===== src/hdl/uerg_pkg.sv =====
// Package: shared widths and constants for the ultrasonic echo range gate.
package uerg_pkg;

	localparam int TIME_W   = 32;
	localparam int DT_W     = 16;
	localparam int DIST_W   = 15;
	localparam int VAR_W    = 28;
	localparam int CFG_IDX_W = 1;
	localparam int CFG_DAT_W = 28;

	// Elapsed time saturates at this many microseconds
	localparam logic [DT_W-1:0] DT_MAX = 16'hFFFF;

	// Distance scale: dist_q4 = floor(dt * 343 / 1250)
	localparam int MUL_W = 9;
	localparam logic [MUL_W-1:0] DIST_MUL = 9'd343;
	localparam int PROD1_W = DT_W + MUL_W;

	// Reciprocal of 1250, rounded up, scaled by 2^36; exact for products below 2^25
	localparam int RECIP_W     = 26;
	localparam int RECIP_SHIFT = 36;
	localparam logic [RECIP_W-1:0] DIST_RECIP = 26'd54975582;
	localparam int PROD2_W = PROD1_W + RECIP_W;

	// Configuration register indexes
	typedef enum logic [CFG_IDX_W-1:0] {
		CFG_MIN_DISTANCE   = 1'b0,
		CFG_VARIANCE_LIMIT = 1'b1
	} cfg_idx_t;

	localparam logic [DIST_W-1:0] MIN_DIST_RST  = 15'd0;
	localparam logic [VAR_W-1:0]  VAR_LIMIT_RST = 28'd2560;

endpackage


===== src/hdl/ultrasonic_echo_range_gate.sv =====
// Top level: echo edge timing, distance ring in memory, sample variance and alert gate.
// Rising edge: accepted, start time captured, no result. Falling edge: runs S_MUL1, S_MUL2,
// S_DIST, S_UPD1, S_UPD2, S_MULN, S_PREP, S_DIV, then S_OUT, and the next item is taken once
// the result is loaded; the restoring divider gives one quotient bit per cycle, NUM_W bits.
// A result waits in the output register while the next item is taken and processed.
// Reset (arst_n low) clears start time, pointer, count, sums, registers to their defaults;
// the history memory holds no reset and needs no clearing pass.
module ultrasonic_echo_range_gate #(
	parameter int HISTORY_DEPTH = 10
) (
	input  logic                              clk,
	input  logic                              arst_n,
	input  logic                              cfg_we,
	input  logic [uerg_pkg::CFG_IDX_W-1:0]    cfg_index,
	input  logic [uerg_pkg::CFG_DAT_W-1:0]    cfg_data,
	input  logic                              in_valid,
	output logic                              in_ready,
	input  logic                              echo_level,
	input  logic [uerg_pkg::TIME_W-1:0]       time_us,
	output logic                              out_valid,
	input  logic                              out_ready,
	output logic [uerg_pkg::DIST_W-1:0]       distance_q4,
	output logic [uerg_pkg::VAR_W-1:0]        variance_q8,
	output logic                              near_alert,
	output logic                              near_ignored
);

	localparam int PTR_W  = (HISTORY_DEPTH > 2) ? $clog2(HISTORY_DEPTH) : 1;
	localparam int CNT_W  = $clog2(HISTORY_DEPTH + 1);
	localparam int SUM_W  = uerg_pkg::DIST_W + CNT_W;
	localparam int SQ_W   = 2 * uerg_pkg::DIST_W + CNT_W;
	localparam int NUM_W  = SQ_W + CNT_W;
	localparam int DEN_W  = 2 * CNT_W;
	localparam int DCNT_W = $clog2(NUM_W);
	localparam int DSQ_W  = 2 * uerg_pkg::DIST_W;

	typedef enum logic [3:0] {
		S_IDLE, S_MUL1, S_MUL2, S_DIST, S_UPD1, S_UPD2, S_MULN, S_PREP, S_DIV, S_OUT
	} state_t;

	state_t state_q;

	logic [uerg_pkg::DIST_W-1:0]  min_dist_q;
	logic [uerg_pkg::VAR_W-1:0]   var_limit_q;
	logic [uerg_pkg::TIME_W-1:0]  start_q;
	logic [uerg_pkg::DT_W-1:0]    dt_q;
	logic [uerg_pkg::PROD1_W-1:0] prod1_q;
	logic [uerg_pkg::PROD2_W-1:0] prod2_q;
	logic [uerg_pkg::DIST_W-1:0]  dist_q;
	logic [uerg_pkg::DIST_W-1:0]  old_q;
	logic [DSQ_W-1:0]             new_sq_q;
	logic [DSQ_W-1:0]             old_sq_q;
	logic                         full_q;
	logic [PTR_W-1:0]             wr_ptr_q;
	logic [CNT_W-1:0]             cnt_q;
	logic [SUM_W-1:0]             sum_q;
	logic [SQ_W-1:0]              sq_q;
	logic [NUM_W-1:0]             n_sq_q;
	logic [NUM_W-1:0]             s_sq_q;
	logic [NUM_W-1:0]             num_q;
	logic [DEN_W-1:0]             den_q;
	logic [DEN_W-1:0]             rem_q;
	logic [DCNT_W-1:0]            div_cnt_q;
	logic                         var_zero_q;

	logic [uerg_pkg::DIST_W-1:0]  hist_mem [HISTORY_DEPTH];

	logic [uerg_pkg::TIME_W-1:0]  elapsed;
	logic [uerg_pkg::DT_W-1:0]    dt_sat;
	logic [DEN_W:0]               trial;
	logic                         trial_ge;
	logic [DEN_W-1:0]             rem_next;
	logic [uerg_pkg::VAR_W-1:0]   var_res;
	logic                         near;
	logic                         full_now;

	// Wrap the elapsed time, then saturate
	assign elapsed = time_us - start_q;
	assign dt_sat  = (elapsed > {{(uerg_pkg::TIME_W - uerg_pkg::DT_W){1'b0}}, uerg_pkg::DT_MAX})
		? uerg_pkg::DT_MAX : elapsed[uerg_pkg::DT_W-1:0];

	assign full_now = (cnt_q == CNT_W'(HISTORY_DEPTH));

	// One restoring division step
	assign trial    = {rem_q, num_q[NUM_W-1]};
	assign trial_ge = (trial >= {1'b0, den_q});
	always_comb begin
		if (trial_ge) begin
			rem_next = DEN_W'(trial - {1'b0, den_q});
		end else begin
			rem_next = trial[DEN_W-1:0];
		end
	end

	// Result of the gate
	assign var_res = var_zero_q ? '0 : num_q[uerg_pkg::VAR_W-1:0];
	assign near    = (dist_q < min_dist_q);

	assign in_ready = (state_q == S_IDLE);

	// Configuration registers
	always_ff @(posedge clk or negedge arst_n) begin
		if (!arst_n) begin
			min_dist_q  <= uerg_pkg::MIN_DIST_RST;
			var_limit_q <= uerg_pkg::VAR_LIMIT_RST;
		end else if (cfg_we) begin
			unique case (uerg_pkg::cfg_idx_t'(cfg_index))
				uerg_pkg::CFG_MIN_DISTANCE:   min_dist_q  <= cfg_data[uerg_pkg::DIST_W-1:0];
				uerg_pkg::CFG_VARIANCE_LIMIT: var_limit_q <= cfg_data[uerg_pkg::VAR_W-1:0];
				default: ;
			endcase
		end
	end

	// History memory: read the slot about to be overwritten, write the new sample
	always_ff @(posedge clk) begin
		if (state_q == S_DIST) begin
			old_q <= hist_mem[wr_ptr_q];
		end
		if (state_q == S_UPD2) begin
			hist_mem[wr_ptr_q] <= dist_q;
		end
	end

	// Datapath registers without reset
	always_ff @(posedge clk) begin
		unique case (state_q)
			S_IDLE: dt_q <= dt_sat;
			S_MUL1: prod1_q <= dt_q * uerg_pkg::DIST_MUL;
			S_MUL2: prod2_q <= uerg_pkg::PROD2_W'(prod1_q) * uerg_pkg::DIST_RECIP;
			S_DIST: dist_q <= prod2_q[uerg_pkg::RECIP_SHIFT +: uerg_pkg::DIST_W];
			S_UPD1: begin
				new_sq_q <= dist_q * dist_q;
				old_sq_q <= old_q * old_q;
			end
			S_MULN: begin
				n_sq_q <= NUM_W'(cnt_q) * NUM_W'(sq_q);
				s_sq_q <= NUM_W'(sum_q) * NUM_W'(sum_q);
			end
			S_PREP: begin
				num_q <= n_sq_q - s_sq_q;
				den_q <= DEN_W'(cnt_q) * DEN_W'(cnt_q - CNT_W'(1));
				rem_q <= '0;
			end
			S_DIV: begin
				rem_q <= rem_next;
				num_q <= {num_q[NUM_W-2:0], trial_ge};
			end
			default: ;
		endcase
	end

	// Control state, ring bookkeeping and registered outputs
	always_ff @(posedge clk or negedge arst_n) begin
		if (!arst_n) begin
			state_q      <= S_IDLE;
			start_q      <= '0;
			wr_ptr_q     <= '0;
			cnt_q        <= '0;
			sum_q        <= '0;
			sq_q         <= '0;
			full_q       <= 1'b0;
			div_cnt_q    <= '0;
			var_zero_q   <= 1'b0;
			out_valid    <= 1'b0;
			distance_q4  <= '0;
			variance_q8  <= '0;
			near_alert   <= 1'b0;
			near_ignored <= 1'b0;
		end else begin
			// Drop the result once transferred
			if (out_valid && out_ready && (state_q != S_OUT)) begin
				out_valid <= 1'b0;
			end
			unique case (state_q)
				S_IDLE: begin
					if (in_valid) begin
						if (echo_level) begin
							start_q <= time_us;
						end else begin
							state_q <= S_MUL1;
						end
					end
				end
				S_MUL1: state_q <= S_MUL2;
				S_MUL2: state_q <= S_DIST;
				S_DIST: state_q <= S_UPD1;
				S_UPD1: begin
					// Remove the oldest sample from the sum when the ring is full
					full_q <= full_now;
					if (full_now) begin
						sum_q <= sum_q - SUM_W'(old_q) + SUM_W'(dist_q);
					end else begin
						sum_q <= sum_q + SUM_W'(dist_q);
						cnt_q <= cnt_q + CNT_W'(1);
					end
					state_q <= S_UPD2;
				end
				S_UPD2: begin
					if (full_q) begin
						sq_q <= sq_q - SQ_W'(old_sq_q) + SQ_W'(new_sq_q);
					end else begin
						sq_q <= sq_q + SQ_W'(new_sq_q);
					end
					if (wr_ptr_q == PTR_W'(HISTORY_DEPTH - 1)) begin
						wr_ptr_q <= '0;
					end else begin
						wr_ptr_q <= wr_ptr_q + PTR_W'(1);
					end
					state_q <= S_MULN;
				end
				S_MULN: state_q <= S_PREP;
				S_PREP: begin
					var_zero_q <= (cnt_q < CNT_W'(2));
					div_cnt_q  <= DCNT_W'(NUM_W - 1);
					state_q    <= S_DIV;
				end
				S_DIV: begin
					if (div_cnt_q == '0) begin
						state_q <= S_OUT;
					end else begin
						div_cnt_q <= div_cnt_q - DCNT_W'(1);
					end
				end
				S_OUT: begin
					// Load the result once the output register is free
					if (!out_valid || out_ready) begin
						out_valid    <= 1'b1;
						distance_q4  <= dist_q;
						variance_q8  <= var_res;
						near_alert   <= near && (var_res < var_limit_q);
						near_ignored <= near && (var_res >= var_limit_q);
						state_q      <= S_IDLE;
					end
				end
				default: state_q <= S_IDLE;
			endcase
		end
	end

	a_cnt_bound: assert property (@(posedge clk) disable iff (!arst_n)
		cnt_q <= CNT_W'(HISTORY_DEPTH))
		else $error("sample count exceeds ring depth");

	a_ptr_bound: assert property (@(posedge clk) disable iff (!arst_n)
		wr_ptr_q < PTR_W'(HISTORY_DEPTH))
		else $error("write pointer outside ring");

	a_flags_excl: assert property (@(posedge clk) disable iff (!arst_n)
		out_valid |-> !(near_alert && near_ignored))
		else $error("alert and ignored flags both set");

	a_empty_sums: assert property (@(posedge clk) disable iff (!arst_n)
		(cnt_q == '0) |-> (sum_q == '0 && sq_q == '0))
		else $error("running sums nonzero with empty ring");

	a_upd_count: assert property (@(posedge clk) disable iff (!arst_n)
		(state_q == S_UPD2) |-> (cnt_q != '0))
		else $error("ring count zero after a sample write");

endmodule

===== config.mk =====
export PLATFORM = sky130hd
export DESIGN_NAME = ultrasonic_echo_range_gate
export DESIGN_NICKNAME = d
export VERILOG_FILES = /design/src/hdl/uerg_pkg.sv /design/src/hdl/ultrasonic_echo_range_gate.sv
export SDC_FILE = /design/constraint.sdc
export NUM_CORES = 2
export LEC_CHECK = 0
export BUFFER_PORTS_ARGS = -buffer_cell sky130_fd_sc_hd__clkbuf_2
export CORE_ASPECT_RATIO = 0.8
export CORE_MARGIN = 8
export CORE_UTILIZATION = 50
export DETAILED_ROUTE_END_ITERATION = 8
export PLACE_DENSITY = 0.67
export REMOVE_ABC_BUFFERS = 1
export SLEW_MARGIN = 20
export SYNTH_ARGS = -nofsm -noshare
export SYNTH_HDL_FRONTEND = slang
export SYNTH_SLANG_ARGS = --single-unit
export TNS_END_PERCENT = 50

===== constraint.sdc =====
create_clock -name clk -period 9.7 [get_ports clk]
set_clock_uncertainty 0.05 [all_clocks]
set_input_delay 0.485 -clock clk [delete_from_list [all_inputs] [get_ports clk]]
set_output_delay 0.485 -clock clk [all_outputs]
set_load 0.01 [all_outputs]

==> results.md <==
- Most frequent cells in the layout: inv_1, fa_1, ha_1
- Final Cycle Share: 79.7%
- CTS tree: done
- Setup crit end kind: register
- Gpl congestion: 0.955
- Post-synth top flop: edfxtp_1
- Area leader, netlist: fa_1
- DR iter-0 viols: 4,219
- Worst min path class: in2reg
- CP cell instances: clkinv_1 > nor2_1 > fa_1 > fa_1 > inv_1 > fa_1 > inv_1 > fa_1 > inv_1 > fa_1 > fa_1 > inv_1 > ha_1 > a21oi_1 > nor2b_1 > a31o_2 > nor3b_1 > o311ai_0 > a31oi_1 > a221oi_1 > o21ba_2 > o21ai_0 > xor2_1
- Port-buffer cells: 113
- Largest delay share family, worst path: adder cells
- Die X: 448 microns
- Cell variety after synth: 90
- Largest net degree at the start of global routing: 108
- Ports: 114
- Site Rows: 126
- Status: complete, no violations
- Final hold violations: 0
- Crit path time final: 7730 ps
- Register bit count reported by yosys: 616
- Leading post-synthesis cells by cell area: fa_1, edfxtp_1, ha_1, inv_1, dfrtp_1
- Post-route ant nets: 0
- Worst setup margin: 1970 ps
- Total CTS buffers: 71
- Syn_area_per_cell: 9.86 sq um
- Core area: 148,000 sq um
- Critical path fanouts, max: 13
- Max stage delay on crit path: 690 ps
- Via count: 53,000
- Synth warnings: 0
- Ys async rst share: 31.5%
- WL/cell: 19.3 microns
- CP Launch Type: register
- CP Data Arrival Time: 8070 ps
- EDFF count, synth: 422
- Fmax achieved: 129 MHz
- Clk_lat worst skew: 680 ps
- Initial Util: 50.4%
- Die area: 162,000 sq um
- Synthesized area: 74,500 sq um
- Relative slew slack: 28.8%
- # H-tree levels: 3
- Vias in the first global route: 55,200
- Core occupancy in the finished layout: 54.4%
- CTS root buffer: clkbuf_16
- Critical path's most frequent cell: fa_1
- Gr ovfl total: 0
- Num Clock Sinks: 616
- Fin. max-slew vios: 0
- Area Overhead vs Synth: 7.96%
- CP max-delay cell: dfrtp_1
- Initial antenna violation count: 4
- Vias per std cell: 5.45
- Pre-CTS WS: 2020 ps
- Commonest non-fill, non-tap cell in the layout: inv_1
- Post-DP HPWL: 152,000 microns
- Setup Viol. Count Final: 0
- Max-Cap Viols: 0
- Total Neg Setup Slack: 0 ps
- Sequential cell area fraction in the yosys report: 23.5%
- RSZ-0062 raised after global routing: no
- Kind of critical path: reg2reg
- Post-synthesis cell count: 7,557
- All-Layer GR Usage: 23.5%
- Drt drc: 0
- DRT Pass-1 Iters: 6
- Die Ht: 361 microns
- First-pass GRT wire length: 302,000 microns
- Layout cells sized above 1: 5.82%
- Max clock buf depth: 3
- Clock transition at the registers of the reported paths: 60 ps
- Worst-margin pin slew: 1070 ps
- Top cell type's share of synthesized area: 26.0%
- Final WL: 188,000 microns
- Worst Path Buf+Inv: 5
- Nets@finish: 9,621
- Worst path required time: 10,040 ps
==> worst min-delay path: cells and delay by family <==
family,cells,cell delay (ps)
buffers and inverters,1,130
AO/OA/AOI/OAI,1,70
AND/OR/NAND/NOR,1,60
==> what timing repair did <==
| action | 4_1_cts | 5_1_grt |
|---|---|---|
| gates resized for setup | 0 | 0 |
| endpoints found under the hold margin | 145 | 0 |
| setup buffers | 0 | 0 |
| hold buffers | 54 | 0 |
| setup endpoints to repair | 0 | 0 |
==> sequential cells by signal, indices dropped and copies added (netlist names), 16 cells and up <==
| register | cells |
|---|---|
| start_q | 32 |
| old_sq_q | 29 |
| var_limit_q | 28 |
| sum_q | 19 |
| num_q | 38 |
| prod1_q | 25 |
| dt_q | 16 |
| s_sq_q | 37 |
| hist_mem | 150 |
| variance_q8 | 28 |
| sq_q | 34 |
| new_sq_q | 29 |
| n_sq_q | 38 |
==> routing by layer <==
layer | track usage [%] | up-vias | wire length [microns]
li1 | - | 24600 | -
met1 | 35.0 | 26400 | 87700
met2 | 35.6 | 1662 | 80900
met3 | 4.68 | 271 | 15200
met4 | 5.02 | 2 | 4100
met5 | 0 | - | 13
==> worst paths after layout <==
path,startpoint,end,slack [ps],cells after the start
worst max-delay path,sum_q[3]$_DFFE_PN0P_,s_sq_q[36]$_DFFE_PP_,1970,23
worst min-delay path,cfg_data[8],min_dist_q[8]$_DFFE_PN0P_,50,3
worst max register to register,sum_q[3]$_DFFE_PN0P_,s_sq_q[36]$_DFFE_PP_,1970,23
worst min register to register,prod2_q[44]$_DFFE_PP_,dist_q[8]$_DFFE_PP_,370,0
max in group asynchronous,arst_n,start_q[11]$_DFFE_PN0P_,7940,3
min in group asynchronous,arst_n,distance_q4[12]$_DFFE_PN0P_,340,2
==> metrics by stage <==
| step | instances | cell area, sq um | hold slack [ps] |
|---|---|---|---|
| global route | 9715 | 80400 | 30.3 |
| finish | 9716 | 80400 | 52.9 |
| floorplan | 7381 | 73800 | 139 |
| global placement | 9530 | 77400 | 351 |
| CTS | 9715 | 80400 | 7.47 |
| detailed placement | 9530 | 77400 | 356 |
==> layout make-up <==
cell class | count | area (sq um)
fillers | 13100 | 67300
multi-input cells | 5006 | 49800
flip-flops and latches | 616 | 17500
inverters | 1759 | 6600
well taps | 1984 | 2480
clock buffers | 101 | 2020
repair buffers | 219 | 1520
clock inverters | 30 | 482
diodes | 1 | 2.50
==> kinds of logic after synthesis <==
| kind of cell | after synthesis | share of synthesized area, % |
|---|---|---|
| muxes | 121 | 2.24 |
| AOI/OAI and AO/OA | 1194 | 10.2 |
| xor gates and xnor gates | 310 | 3.64 |
| buffers and inverters | 1935 | 9.76 |
| and+or+nand+nor | 1500 | 9.32 |
| adders and majority gates | 1881 | 41.3 |
| DFF | 616 | 23.5 |
==> Yosys cell counts (101+ instances only) <==
library cell and instances:
fa_1 966, a21o_1 167, o21ai_0 263, edfxtp_1 422, xnor2_1 208, nor2b_1 101, clkbuf_1 153, xor2_1 102
ha_1 915, dfrtp_1 192, inv_1 1744, a21oi_1 362, nand2_1 571, nor2_1 380
Power is left out: the tool's default activity adds up to more than one toggle a clock period on the data nets, which glitch-free logic cannot reach.
